**config.mk**
```make
export PLATFORM = sky130hd
export DESIGN_NAME = servo_frame_transaction_engine
export DESIGN_NICKNAME = d
export VERILOG_FILES = /design/src/hw/rtl/sfte_pkg.sv /design/src/hw/rtl/sfte_dpath.sv /design/src/hw/rtl/sfte_ctrl.sv /design/src/hw/rtl/servo_frame_transaction_engine.sv
export VERILOG_INCLUDE_DIRS = /design/src /design/src/hw/rtl
export SDC_FILE = /design/constraint.sdc
export NUM_CORES = 1
export LEC_CHECK = 0
export ABC_AREA = 1
export BUFFER_PORTS_ARGS = -buffer_cell sky130_fd_sc_hd__buf_4
export CORE_UTILIZATION = 62
export DETAILED_ROUTE_END_ITERATION = 7
export GPL_TIMING_DRIVEN = 0
export PLACE_DENSITY = 0.9
export REMOVE_ABC_BUFFERS = 1
export SLEW_MARGIN = 20
export SYNTH_ARGS = -nofsm -noshare
export SYNTH_HDL_FRONTEND = slang
export SYNTH_SLANG_ARGS = --single-unit
```
**constraint.sdc**
```tcl
create_clock -name aclk -period 11.18 [get_ports aclk]
set_input_delay 2.795 -clock aclk [delete_from_list [all_inputs] [get_ports aclk]]
set_output_delay 2.795 -clock aclk [all_outputs]
set_load 0.02 [all_outputs]
```
**src/hw/rtl/servo_frame_transaction_engine_assert.svh**
```systemverilog
// Assertion macros for the servo frame transaction engine.
// Used by sfte_dpath; no other dependencies.
`ifndef SERVO_FRAME_TRANSACTION_ENGINE_ASSERT_SVH
`define SERVO_FRAME_TRANSACTION_ENGINE_ASSERT_SVH

// Clocked check, disabled while reset is asserted (active low).
`define SFTE_ASSERT(lbl, clk, rst_n, prop, msg) \
    lbl: assert property (@(posedge clk) disable iff (!rst_n) prop) else $error(msg);

// Clocked check that also holds during reset.
`define SFTE_ASSERT_ALWAYS(lbl, clk, prop, msg) \
    lbl: assert property (@(posedge clk) prop) else $error(msg);

`endif

```
**src/hw/rtl/sfte_pkg.sv**
```systemverilog
// Shared types and constants of the servo frame transaction engine.
// No dependencies.
`default_nettype none

package sfte_pkg;

    localparam int BUF_BYTES_DEF = 64;
    localparam logic [15:0] TIMEOUT_RESET = 16'd60;
    localparam logic [15:0] REQ_HEADER = 16'h4C12;
    localparam logic [15:0] RSP_HEADER = 16'h1C05;
    localparam logic [15:0] TICK_MAX = 16'hFFFF;
    // offsets and frame lengths: up to 255 + 259 in an address sum
    localparam int CW = 10;

    localparam logic [1:0] KIND_START = 2'd0;
    localparam logic [1:0] KIND_TX    = 2'd1;
    localparam logic [1:0] KIND_RX    = 2'd2;
    localparam logic [1:0] KIND_TICK  = 2'd3;

    localparam logic [1:0] OK_TX      = 2'd0;
    localparam logic [1:0] OK_CONTENT = 2'd1;
    localparam logic [1:0] OK_STATUS  = 2'd2;

    localparam logic [1:0] ST_OK      = 2'd0;
    localparam logic [1:0] ST_TIMEOUT = 2'd1;
    localparam logic [1:0] ST_FULL    = 2'd2;

    localparam logic [1:0] PH_IDLE = 2'd0;
    localparam logic [1:0] PH_SEND = 2'd1;
    localparam logic [1:0] PH_RECV = 2'd2;

    typedef enum logic [2:0] {
        OFF_ZERO, OFF_ONE, OFF_THREE, OFF_FILL, OFF_CNT, OFF_CNT4, OFF_SUMIDX
    } off_t;

    typedef enum logic [2:0] {
        EM_NONE, EM_HDR, EM_TXBYTE, EM_TXSUM, EM_CONTENT, EM_OK, EM_TIMEOUT, EM_FULL
    } emit_t;

    typedef struct packed {
        logic       load_item;
        logic       start;
        logic       wr_byte;
        logic       tick_inc;
        logic       tx_step;
        logic       drop;
        logic       set_bad;
        logic       cap_b0;
        logic       cap_len;
        logic       clr_acc;
        logic       acc;
        logic       cnt_inc;
        logic       rd_en;
        off_t       off;
        emit_t      emit;
        logic       set_phase;
        logic [1:0] phase_val;
    } cmd_t;

    typedef struct packed {
        logic [1:0] kind;
        logic [1:0] phase;
        logic       want;
        logic       out_free;
        logic       fill_lt2;
        logic       fill_lt4;
        logic       fill_lt_flen;
        logic       fill_full;
        logic       hdr_ok;
        logic       hdr_last;
        logic       clen_tx_zero;
        logic       tx_last;
        logic       sum_done;
        logic       sum_match;
        logic       content_done;
        logic       clen_rx_zero;
        logic       timeout_hit;
    } stat_t;

endpackage

`default_nettype wire

```
**src/hw/rtl/sfte_dpath.sv**
```systemverilog
// Datapath: item latch, receive buffer memory, counters, checksum and output word register.
// Depends on sfte_pkg and servo_frame_transaction_engine_assert.svh.
`default_nettype none

`include "servo_frame_transaction_engine_assert.svh"

module sfte_dpath #(
    parameter int BUF_BYTES = sfte_pkg::BUF_BYTES_DEF
) (
    input  wire logic        aclk,
    input  wire logic        aresetn,
    input  wire sfte_pkg::cmd_t cmd,
    output sfte_pkg::stat_t  stat,
    input  wire logic [15:0] timeout_ticks,
    input  wire logic [1:0]  s_kind,
    input  wire logic [7:0]  s_cmd,
    input  wire logic [7:0]  s_content_len,
    input  wire logic        s_want_response,
    input  wire logic [7:0]  s_data_byte,
    output logic             m_valid,
    input  wire logic        m_ready,
    output logic [1:0]       m_out_kind,
    output logic [7:0]       m_out_byte,
    output logic [1:0]       m_status,
    output logic [7:0]       m_resp_cmd,
    output logic [7:0]       m_resp_len,
    output logic             m_saw_bad_sum,
    output logic             m_last
);
    localparam int PW = $clog2(BUF_BYTES);
    localparam int FW = $clog2(BUF_BYTES + 1);
    localparam int CW = sfte_pkg::CW;

    logic [7:0] mem [BUF_BYTES];

    logic [1:0]    kind_reg, phase_reg;
    logic [7:0]    icmd_reg, iclen_reg, ibyte_reg;
    logic          iwant_reg, want_reg, bad_reg;
    logic [FW-1:0] fill_reg;
    logic [PW-1:0] head_reg;
    logic [15:0]   tick_reg;
    logic [7:0]    rem_reg, txsum_reg;
    logic [CW-1:0] cnt_reg;
    logic [7:0]    acc_reg, b0_reg, clen_rx_reg, rcmd_reg, rd_reg;

    logic [CW-1:0] off, asum, fill_ext;
    logic [PW-1:0] addr, head_inc;
    logic [7:0]    hdr_byte;
    logic          out_free;

    assign fill_ext = CW'(fill_reg);
    assign out_free = !m_valid || m_ready;

    always_comb begin
        case (cmd.off)
            sfte_pkg::OFF_ZERO:   off = '0;
            sfte_pkg::OFF_ONE:    off = CW'(1);
            sfte_pkg::OFF_THREE:  off = CW'(3);
            sfte_pkg::OFF_FILL:   off = fill_ext;
            sfte_pkg::OFF_CNT:    off = cnt_reg;
            sfte_pkg::OFF_CNT4:   off = cnt_reg + CW'(4);
            sfte_pkg::OFF_SUMIDX: off = CW'(clen_rx_reg) + CW'(4);
            default:              off = '0;
        endcase
    end

    // circular buffer: offset from head, one wrap at most
    always_comb begin
        asum = CW'(head_reg) + off;
        if (asum >= CW'(BUF_BYTES)) begin
            asum = asum - CW'(BUF_BYTES);
        end
        addr = asum[PW-1:0];
        if (CW'(head_reg) + CW'(1) >= CW'(BUF_BYTES)) begin
            head_inc = '0;
        end else begin
            head_inc = head_reg + PW'(1);
        end
    end

    always_comb begin
        case (cnt_reg[1:0])
            2'd0:    hdr_byte = sfte_pkg::REQ_HEADER[7:0];
            2'd1:    hdr_byte = sfte_pkg::REQ_HEADER[15:8];
            2'd2:    hdr_byte = icmd_reg;
            default: hdr_byte = iclen_reg;
        endcase
    end

    always_ff @(posedge aclk) begin
        if (cmd.wr_byte) begin
            mem[addr] <= ibyte_reg;
        end
        if (cmd.rd_en) begin
            rd_reg <= mem[addr];
        end
    end

    always_ff @(posedge aclk) begin
        if (cmd.load_item) begin
            kind_reg  <= s_kind;
            icmd_reg  <= s_cmd;
            iclen_reg <= s_content_len;
            iwant_reg <= s_want_response;
            ibyte_reg <= s_data_byte;
        end
        if (cmd.cap_b0) begin
            b0_reg <= rd_reg;
        end
        if (cmd.cap_len) begin
            clen_rx_reg <= rd_reg;
        end
        if (cmd.clr_acc) begin
            acc_reg <= '0;
        end else if (cmd.acc) begin
            acc_reg <= acc_reg + rd_reg;
            if (cnt_reg == CW'(2)) begin
                rcmd_reg <= rd_reg;
            end
        end
        if (cmd.start || cmd.clr_acc) begin
            cnt_reg <= '0;
        end else if (cmd.cnt_inc || cmd.acc) begin
            cnt_reg <= cnt_reg + CW'(1);
        end
    end

    always_ff @(posedge aclk) begin
        if (!aresetn) begin
            phase_reg <= sfte_pkg::PH_IDLE;
            fill_reg  <= '0;
            head_reg  <= '0;
            tick_reg  <= '0;
            rem_reg   <= '0;
            txsum_reg <= '0;
            want_reg  <= 1'b0;
            bad_reg   <= 1'b0;
            m_valid   <= 1'b0;
        end else begin
            if (cmd.start) begin
                fill_reg  <= '0;
                head_reg  <= '0;
                tick_reg  <= '0;
                bad_reg   <= 1'b0;
                want_reg  <= iwant_reg;
                rem_reg   <= iclen_reg;
                txsum_reg <= sfte_pkg::REQ_HEADER[7:0] + sfte_pkg::REQ_HEADER[15:8]
                             + icmd_reg + iclen_reg;
            end
            if (cmd.tx_step) begin
                txsum_reg <= txsum_reg + ibyte_reg;
                if (rem_reg != 8'd0) begin
                    rem_reg <= rem_reg - 8'd1;
                end
            end
            if (cmd.wr_byte) begin
                fill_reg <= fill_reg + FW'(1);
            end
            if (cmd.drop) begin
                fill_reg <= fill_reg - FW'(1);
                head_reg <= head_inc;
            end
            if (cmd.set_bad) begin
                bad_reg <= 1'b1;
            end
            if (cmd.tick_inc && tick_reg != sfte_pkg::TICK_MAX) begin
                tick_reg <= tick_reg + 16'd1;
            end
            if (cmd.set_phase) begin
                phase_reg <= cmd.phase_val;
            end
            if (cmd.emit != sfte_pkg::EM_NONE) begin
                m_valid <= 1'b1;
            end else if (m_ready) begin
                m_valid <= 1'b0;
            end
        end
    end

    always_ff @(posedge aclk) begin
        if (cmd.emit != sfte_pkg::EM_NONE) begin
            m_out_kind    <= sfte_pkg::OK_TX;
            m_out_byte    <= '0;
            m_status      <= sfte_pkg::ST_OK;
            m_resp_cmd    <= '0;
            m_resp_len    <= '0;
            m_saw_bad_sum <= 1'b0;
            m_last        <= 1'b0;
            case (cmd.emit)
                sfte_pkg::EM_HDR:     m_out_byte <= hdr_byte;
                sfte_pkg::EM_TXBYTE:  m_out_byte <= ibyte_reg;
                sfte_pkg::EM_TXSUM: begin
                    m_out_byte <= txsum_reg;
                    m_last     <= 1'b1;
                end
                sfte_pkg::EM_CONTENT: begin
                    m_out_kind <= sfte_pkg::OK_CONTENT;
                    m_out_byte <= rd_reg;
                end
                sfte_pkg::EM_OK: begin
                    m_out_kind    <= sfte_pkg::OK_STATUS;
                    m_resp_cmd    <= rcmd_reg;
                    m_resp_len    <= clen_rx_reg;
                    m_saw_bad_sum <= bad_reg;
                    m_last        <= 1'b1;
                end
                sfte_pkg::EM_TIMEOUT: begin
                    m_out_kind    <= sfte_pkg::OK_STATUS;
                    m_status      <= sfte_pkg::ST_TIMEOUT;
                    m_saw_bad_sum <= bad_reg;
                    m_last        <= 1'b1;
                end
                sfte_pkg::EM_FULL: begin
                    m_out_kind    <= sfte_pkg::OK_STATUS;
                    m_status      <= sfte_pkg::ST_FULL;
                    m_saw_bad_sum <= bad_reg;
                    m_last        <= 1'b1;
                end
                default: m_out_byte <= '0;
            endcase
        end
    end

    always_comb begin
        stat.kind         = kind_reg;
        stat.phase        = phase_reg;
        stat.want         = want_reg;
        stat.out_free     = out_free;
        stat.fill_lt2     = fill_ext < CW'(2);
        stat.fill_lt4     = fill_ext < CW'(4);
        stat.fill_lt_flen = fill_ext < (CW'(rd_reg) + CW'(5));
        stat.fill_full    = fill_ext >= CW'(BUF_BYTES);
        stat.hdr_ok       = b0_reg == sfte_pkg::RSP_HEADER[7:0]
                            && rd_reg == sfte_pkg::RSP_HEADER[15:8];
        stat.hdr_last     = cnt_reg == CW'(3);
        stat.clen_tx_zero = iclen_reg == 8'd0;
        stat.tx_last      = rem_reg <= 8'd1;
        stat.sum_done     = cnt_reg == CW'(clen_rx_reg) + CW'(3);
        stat.sum_match    = rd_reg == acc_reg;
        stat.content_done = cnt_reg + CW'(1) == CW'(clen_rx_reg);
        stat.clen_rx_zero = clen_rx_reg == 8'd0;
        stat.timeout_hit  = tick_reg >= timeout_ticks;
    end

    `SFTE_ASSERT(a_fill_bound, aclk, aresetn, fill_ext <= CW'(BUF_BYTES), "fill beyond buffer")
    `SFTE_ASSERT(a_head_bound, aclk, aresetn, CW'(head_reg) < CW'(BUF_BYTES), "head out of range")
    `SFTE_ASSERT(a_emit_free, aclk, aresetn, (cmd.emit != sfte_pkg::EM_NONE) |-> out_free, "word overwritten")
    `SFTE_ASSERT(a_no_wr_full, aclk, aresetn, cmd.wr_byte |-> !stat.fill_full, "write to full buffer")

endmodule

`default_nettype wire

```
**src/hw/rtl/sfte_ctrl.sv**
```systemverilog
// Controller state machine: sequences transmit, frame scan and status words.
// Depends on sfte_pkg.
`default_nettype none

module sfte_ctrl (
    input  wire logic           aclk,
    input  wire logic           aresetn,
    input  wire logic           s_valid,
    output logic                s_ready,
    input  wire sfte_pkg::stat_t stat,
    output sfte_pkg::cmd_t      cmd
);
    typedef enum logic [4:0] {
        S_IDLE, S_DISPATCH, S_TXHDR, S_TXBYTE, S_TXSUM, S_TICK,
        S_CHK, S_H0, S_H1, S_LEN, S_SRD, S_SACC, S_CRD, S_CMP,
        S_ERD, S_EWR, S_STOK, S_NOFRAME
    } state_t;

    state_t state_reg, state_next;

    always_ff @(posedge aclk) begin
        if (!aresetn) begin
            state_reg <= S_IDLE;
        end else begin
            state_reg <= state_next;
        end
    end

    assign s_ready = state_reg == S_IDLE;

    always_comb begin
        state_next = state_reg;
        cmd = '0;
        case (state_reg)
            S_IDLE: begin
                if (s_valid) begin
                    cmd.load_item = 1'b1;
                    state_next = S_DISPATCH;
                end
            end
            S_DISPATCH: begin
                state_next = S_IDLE;
                case (stat.kind)
                    sfte_pkg::KIND_START: begin
                        cmd.start = 1'b1;
                        state_next = S_TXHDR;
                    end
                    sfte_pkg::KIND_TX: begin
                        if (stat.phase == sfte_pkg::PH_SEND) state_next = S_TXBYTE;
                    end
                    sfte_pkg::KIND_RX: begin
                        if (stat.phase == sfte_pkg::PH_RECV) begin
                            cmd.wr_byte = !stat.fill_full;
                            cmd.off = sfte_pkg::OFF_FILL;
                            state_next = S_CHK;
                        end
                    end
                    default: begin
                        if (stat.phase == sfte_pkg::PH_RECV) begin
                            cmd.tick_inc = 1'b1;
                            state_next = S_TICK;
                        end
                    end
                endcase
            end
            S_TXHDR: begin
                if (stat.out_free) begin
                    cmd.emit = sfte_pkg::EM_HDR;
                    cmd.cnt_inc = 1'b1;
                    if (stat.hdr_last) begin
                        if (stat.clen_tx_zero) begin
                            state_next = S_TXSUM;
                        end else begin
                            cmd.set_phase = 1'b1;
                            cmd.phase_val = sfte_pkg::PH_SEND;
                            state_next = S_IDLE;
                        end
                    end
                end
            end
            S_TXBYTE: begin
                if (stat.out_free) begin
                    cmd.emit = sfte_pkg::EM_TXBYTE;
                    cmd.tx_step = 1'b1;
                    state_next = stat.tx_last ? S_TXSUM : S_IDLE;
                end
            end
            S_TXSUM: begin
                if (stat.out_free) begin
                    cmd.emit = sfte_pkg::EM_TXSUM;
                    cmd.set_phase = 1'b1;
                    cmd.phase_val = stat.want ? sfte_pkg::PH_RECV : sfte_pkg::PH_IDLE;
                    state_next = S_IDLE;
                end
            end
            S_TICK: begin
                if (!stat.timeout_hit) begin
                    state_next = S_IDLE;
                end else if (stat.out_free) begin
                    cmd.emit = sfte_pkg::EM_TIMEOUT;
                    cmd.set_phase = 1'b1;
                    cmd.phase_val = sfte_pkg::PH_IDLE;
                    state_next = S_IDLE;
                end
            end
            S_CHK: begin
                if (stat.fill_lt2) begin
                    state_next = S_NOFRAME;
                end else begin
                    cmd.rd_en = 1'b1;
                    cmd.off = sfte_pkg::OFF_ZERO;
                    state_next = S_H0;
                end
            end
            S_H0: begin
                cmd.cap_b0 = 1'b1;
                cmd.rd_en = 1'b1;
                cmd.off = sfte_pkg::OFF_ONE;
                state_next = S_H1;
            end
            S_H1: begin
                if (!stat.hdr_ok) begin
                    cmd.drop = 1'b1;
                    state_next = S_CHK;
                end else if (stat.fill_lt4) begin
                    state_next = S_NOFRAME;
                end else begin
                    cmd.rd_en = 1'b1;
                    cmd.off = sfte_pkg::OFF_THREE;
                    state_next = S_LEN;
                end
            end
            S_LEN: begin
                cmd.cap_len = 1'b1;
                cmd.clr_acc = 1'b1;
                state_next = stat.fill_lt_flen ? S_NOFRAME : S_SRD;
            end
            S_SRD: begin
                cmd.rd_en = 1'b1;
                cmd.off = sfte_pkg::OFF_CNT;
                state_next = S_SACC;
            end
            S_SACC: begin
                cmd.acc = 1'b1;
                state_next = stat.sum_done ? S_CRD : S_SRD;
            end
            S_CRD: begin
                cmd.rd_en = 1'b1;
                cmd.off = sfte_pkg::OFF_SUMIDX;
                state_next = S_CMP;
            end
            S_CMP: begin
                if (stat.sum_match) begin
                    cmd.clr_acc = 1'b1;
                    state_next = stat.clen_rx_zero ? S_STOK : S_ERD;
                end else begin
                    cmd.drop = 1'b1;
                    cmd.set_bad = 1'b1;
                    state_next = S_CHK;
                end
            end
            S_ERD: begin
                cmd.rd_en = 1'b1;
                cmd.off = sfte_pkg::OFF_CNT4;
                state_next = S_EWR;
            end
            S_EWR: begin
                if (stat.out_free) begin
                    cmd.emit = sfte_pkg::EM_CONTENT;
                    cmd.cnt_inc = 1'b1;
                    state_next = stat.content_done ? S_STOK : S_ERD;
                end
            end
            S_STOK: begin
                if (stat.out_free) begin
                    cmd.emit = sfte_pkg::EM_OK;
                    cmd.set_phase = 1'b1;
                    cmd.phase_val = sfte_pkg::PH_IDLE;
                    state_next = S_IDLE;
                end
            end
            S_NOFRAME: begin
                if (!stat.fill_full) begin
                    state_next = S_IDLE;
                end else if (stat.out_free) begin
                    cmd.emit = sfte_pkg::EM_FULL;
                    cmd.set_phase = 1'b1;
                    cmd.phase_val = sfte_pkg::PH_IDLE;
                    state_next = S_IDLE;
                end
            end
            default: state_next = S_IDLE;
        endcase
    end

endmodule

`default_nettype wire

```
**src/hw/rtl/servo_frame_transaction_engine.sv**
```systemverilog
// Top level of the servo frame transaction engine: APB register, controller and datapath.
// Depends on sfte_pkg, sfte_ctrl and sfte_dpath.
//
//   channel   direction  handshake          payload
//   s_        in         s_valid/s_ready    kind, cmd, content_len, want_response, data_byte
//   m_        out        m_valid/m_ready    out_kind, out_byte, status, resp_cmd, resp_len,
//                                           saw_bad_sum, last
//   apb       in         psel/penable       timeout_ticks at address 0
//
// An input word is accepted only in the idle state, so the engine finishes one word before it
// takes the next. A received byte takes a scan by the controller over the
// buffer memory's single read port: each header byte dropped, each checksum check and
// each content byte sent needs reads on that port.
// Synchronous active-low reset; no clearing pass. Output stalls hold the sequencer.
`default_nettype none

module servo_frame_transaction_engine #(
    parameter int BUF_BYTES = sfte_pkg::BUF_BYTES_DEF
) (
    input  wire logic        aclk,
    input  wire logic        aresetn,
    input  wire logic        psel,
    input  wire logic        penable,
    input  wire logic        pwrite,
    input  wire logic [2:0]  paddr,
    input  wire logic [31:0] pwdata,
    output logic [31:0]      prdata,
    output logic             pready,
    input  wire logic        s_valid,
    output logic             s_ready,
    input  wire logic [1:0]  s_kind,
    input  wire logic [7:0]  s_cmd,
    input  wire logic [7:0]  s_content_len,
    input  wire logic        s_want_response,
    input  wire logic [7:0]  s_data_byte,
    output logic             m_valid,
    input  wire logic        m_ready,
    output logic [1:0]       m_out_kind,
    output logic [7:0]       m_out_byte,
    output logic [1:0]       m_status,
    output logic [7:0]       m_resp_cmd,
    output logic [7:0]       m_resp_len,
    output logic             m_saw_bad_sum,
    output logic             m_last
);
    logic [15:0] timeout_reg;
    sfte_pkg::cmd_t  cmd;
    sfte_pkg::stat_t stat;

    assign pready = 1'b1;
    assign prdata = (paddr == 3'd0) ? {16'd0, timeout_reg} : 32'd0;

    always_ff @(posedge aclk) begin
        if (!aresetn) begin
            timeout_reg <= sfte_pkg::TIMEOUT_RESET;
        end else if (psel && penable && pwrite && paddr == 3'd0) begin
            timeout_reg <= pwdata[15:0];
        end
    end

    sfte_ctrl u_ctrl (
        .aclk    (aclk),
        .aresetn (aresetn),
        .s_valid (s_valid),
        .s_ready (s_ready),
        .stat    (stat),
        .cmd     (cmd)
    );

    sfte_dpath #(
        .BUF_BYTES (BUF_BYTES)
    ) u_dpath (
        .aclk            (aclk),
        .aresetn         (aresetn),
        .cmd             (cmd),
        .stat            (stat),
        .timeout_ticks   (timeout_reg),
        .s_kind          (s_kind),
        .s_cmd           (s_cmd),
        .s_content_len   (s_content_len),
        .s_want_response (s_want_response),
        .s_data_byte     (s_data_byte),
        .m_valid         (m_valid),
        .m_ready         (m_ready),
        .m_out_kind      (m_out_kind),
        .m_out_byte      (m_out_byte),
        .m_status        (m_status),
        .m_resp_cmd      (m_resp_cmd),
        .m_resp_len      (m_resp_len),
        .m_saw_bad_sum   (m_saw_bad_sum),
        .m_last          (m_last)
    );

endmodule

`default_nettype wire

```
==> impl_metrics.csv <==
group,metric,value,unit
timing,fin_crit,6747,ps
synth,synthCells,2789,
synth,ys_seq_area_share,65.36,%
status,status,"complete, but fails checks",
place,globalplace.congestion,0.9637,
layout,diodes,0,
min_path,hp-class,"reg -> reg",
layout,largest_reg_flops,512,
route,drt_iter0_drc,3764,
place,dp_hpwl,52480,um
layout,finalNetCount,3059,
route,firstDrtPassIters,8,
synth,synth_edf_count,601,
timing,slew_violations,0,
grt,grtUsageTotal,33.26,%
floorplanning,dieWidth,223.2,um
grt,met1_usage,40.38,%
worst_setup_path,crit_path_end_kind,"flop",
timing,slew_headroom,29.67,%
timing,clock_skew,29.16,ps
timing,hold_violations,0,
place,portBuffers,100,
grt,grt_pass1_vias,22890,
grt,grt_max_degree,63,
worst_setup_path,worstPathArrival,6980,ps
worst_setup_path,start_kind,"flop",
grt,grt_antenna_before_repair,0,
floorplanning,fp.coreArea,48050,um^2
synth,netlist-cell-type-count,49,
grt,grt_pass1_wl,126200,um
timing,min_period_over_period,60.35,%
route,vias_per_cell,6.441,
place,place_inst,3459,
timing,max_freq,148.2,MHz
route,avgRoutedWirePerCell,23.17,um
power,seqPwrFrac,53.4,%
power,ir_drop,168.6,uV
place,dpl_cell_area,32070,um^2
grt,grt_use_met2,54.42,%
grt,met3_usage,8.679,%
timing,rsz0062_at_grt,"no",
cts,cts_tree,"done",
worst_setup_path,cp.required,11420,ps
cts,cts_buffer_depth,3,
route,num_vias,23030,
cts,clock-root-buffer,"clkbuf_16",
run,drv_cap,0,
power,p_comb_share,5.6,%
min_path,hold_start,"u_dpath.want_reg",
cts,clkTransAtPathRegs,60,ps
floorplanning,die_h,223.2,um
floorplanning,dieArea,49820,um^2
worst_setup_path,crit-reg2reg-launch,"u_dpath.rd_reg[1]",
power,internal_power,0.004185,W
grt,top_usage_layer,"met2",
synth,synth_most_common_cell,"nand2_1",
synth,synthTopCellsByCount,"632 x nand2_1, 601 x edfxtp_1, 285 x nor2_1, 254 x inv_1, 149 x a22oi_1",
floorplanning,start_util,63.15,%
synth,synth_top_area_share,59.48,%
layout,syn_to_final_growth,12.71,%
layout,stdcell_count,3575,
power,p_switching,0.001219,W
cts,hold_buffers,0,
cts,post_cts_resized,0,
status,failed_checks,"DRC",
power,p_sw_share,22.55,%
cts,cts_setup_buffers,0,
route,wirelength,82830,um
layout,n_fill_cell,2988,
power,power_leakage,12.85,nW
worst_setup_path,worstPathMaxFanout,53,
layout,drive_gt1_share,10.27,%
cts,h-tree-depth,3,
route,drc_errors,15,
synth,postSynthAreaPerCell,10.88,um^2
synth,yosys-top-cells-area,"edfxtp_1 59%, nand2_1 7.8%, dfxtp_1 5.9%",
synth,yosysWarnings,0,
cts,numClockSinks,690,
cts,numCtsBuffers,67,
grt,grt_overflow,0,
power,clockPowerShare,41.0,%
power,power_density,158.0,nW/um^2
layout,fin_area,34200,um^2
floorplanning,ios,134,
floorplanning,rows,80,
timing,setup_viol_count_final,0,
route,postRouteAntennaNets,0,
synth,synth_top_cell_by_area,"edfxtp_1",
worst_setup_path,timing_worst_setup_path_type,"reg -> reg",
cts,clk_latency,620,ps
synth,async_flop_share,0,%
synth,yosys_most_used_dff,"edfxtp_1",
timing,tightest_slew,1055,ps
worst_setup_path,cp-startpoint,"u_dpath.rd_reg[1]",
synth,syn-cell-area,30340,um^2
synth,yosys_register_bits,690,
## metal layers
| metal | share of wire, % | vias up |
|---|---|---|
| met2 | 48 | 1868 |
| met5 | 0 | - |
| met3 | 12 | 457 |
| met4 | 5.8 | 0 |
| li1 | - | 9970 |
| met1 | 34 | 10730 |
## critical path: stages (launching register included)
cell and delay (ps):
edfxtp_1 480, inv_1 200, ha_1 250, nand3_1 70
nor2_1 70, nand3_1 80, nor3_1 60, or2_2 290
nand2_1 80, o2111ai_1 200, ha_1 290, fa_1 430
inv_1 90, nand2_1 100, nand2_2 240, nand3_1 780
clkinv_2 1050, nand2_1 650, nor2_1 930
## stage by stage
stage	power [W]	hold slack, ps	setup slack, ps	util, %	TNS, ps
final	0.005404	484.3	4433	71.18	0
after global routing	0.005529	510.1	4316	71.18	0
after detailed placement	0.003230	469.0	4472	66.75	0
after CTS	0.005388	486.7	4296	71.15	0
after floorplan	0.003103	441.1	4002	-	0
after global placement	0.003202	452.8	-2278	65.30	-382380
## cells by family (layout without fill, tap and decap cells)
| family | after synthesis | in the layout | share of synthesized area, % |
|---|---|---|---|
| compound gates | 446 | 446 | 9.147 |
| flops | 690 | 690 | 65.36 |
| xor+xnor | 27 | 27 | 0.7794 |
| other cells | 2 | 17 | 0.02475 |
| buf+inv | 386 | 542 | 5.204 |
| fa+ha+maj | 77 | 77 | 3.274 |
| simple gates | 1161 | 1161 | 16.22 |
## final timing paths
path | endpoint | depth (start not counted) | slack (ps)
min | u_dpath.phase_reg[1] | 2 | 480
max reg2reg | u_dpath.mem[0][7] | 18 | 4430
min reg2reg | u_dpath.phase_reg[1] | 2 | 480
max | u_dpath.mem[0][7] | 18 | 4430
## placed cells by master, fill, tap and decap left out, types with 6 or more instances in the layout
| master | n |
|---|---|
| nand3b_1 | 8 |
| nor2_1 | 284 |
| edfxtp_1 | 601 |
| o211ai_1 | 15 |
| ha_1 | 73 |
| a21oi_1 | 135 |
| clkinv_1 | 14 |
| o21ai_1 | 27 |
| buf_8 | 21 |
| conb_1 | 17 |
| clkinv_2 | 14 |
| clkbuf_16 | 69 |
| buf_6 | 7 |
| o2111ai_1 | 10 |
| a31oi_1 | 10 |
| nand3_1 | 88 |
| clkbuf_1 | 10 |
| xor2_1 | 19 |
| nor3_1 | 22 |
| nor3_2 | 7 |
| inv_1 | 254 |
| a22oi_1 | 149 |
| buf_4 | 119 |
| xnor2_1 | 6 |
| dfxtp_1 | 89 |
| inv_2 | 15 |
| nand4_1 | 86 |
| nand2_1 | 632 |
| or2_2 | 8 |
| o21ai_0 | 79 |
## area by class of cell
class / instances / area, um^2 / area share, %
Tap cell: 615 / 769.5 / 2.250
Timing Repair Buffer: 150 / 1370 / 4.006
Clock buffer: 82 / 1805 / 5.280
Clock inverter: 34 / 309.0 / 0.9037
Inverter: 276 / 1045 / 3.055
Multi-Input combinational cell: 1728 / 9070 / 26.52
Sequential cell: 690 / 19830 / 57.98
## power by group through the flow
stage               registers [W]  clock network [W]  logic, W
floorplan                 0.00294                  0  0.000161
global placement          0.00297                  0  0.000232
detailed placement        0.00294                  0  0.000294
CTS                       0.00288            0.00221  0.000298
global route              0.00289            0.00231  0.000334
finish                    0.00288            0.00222  0.000305
(Power assumes the default switching activity.)
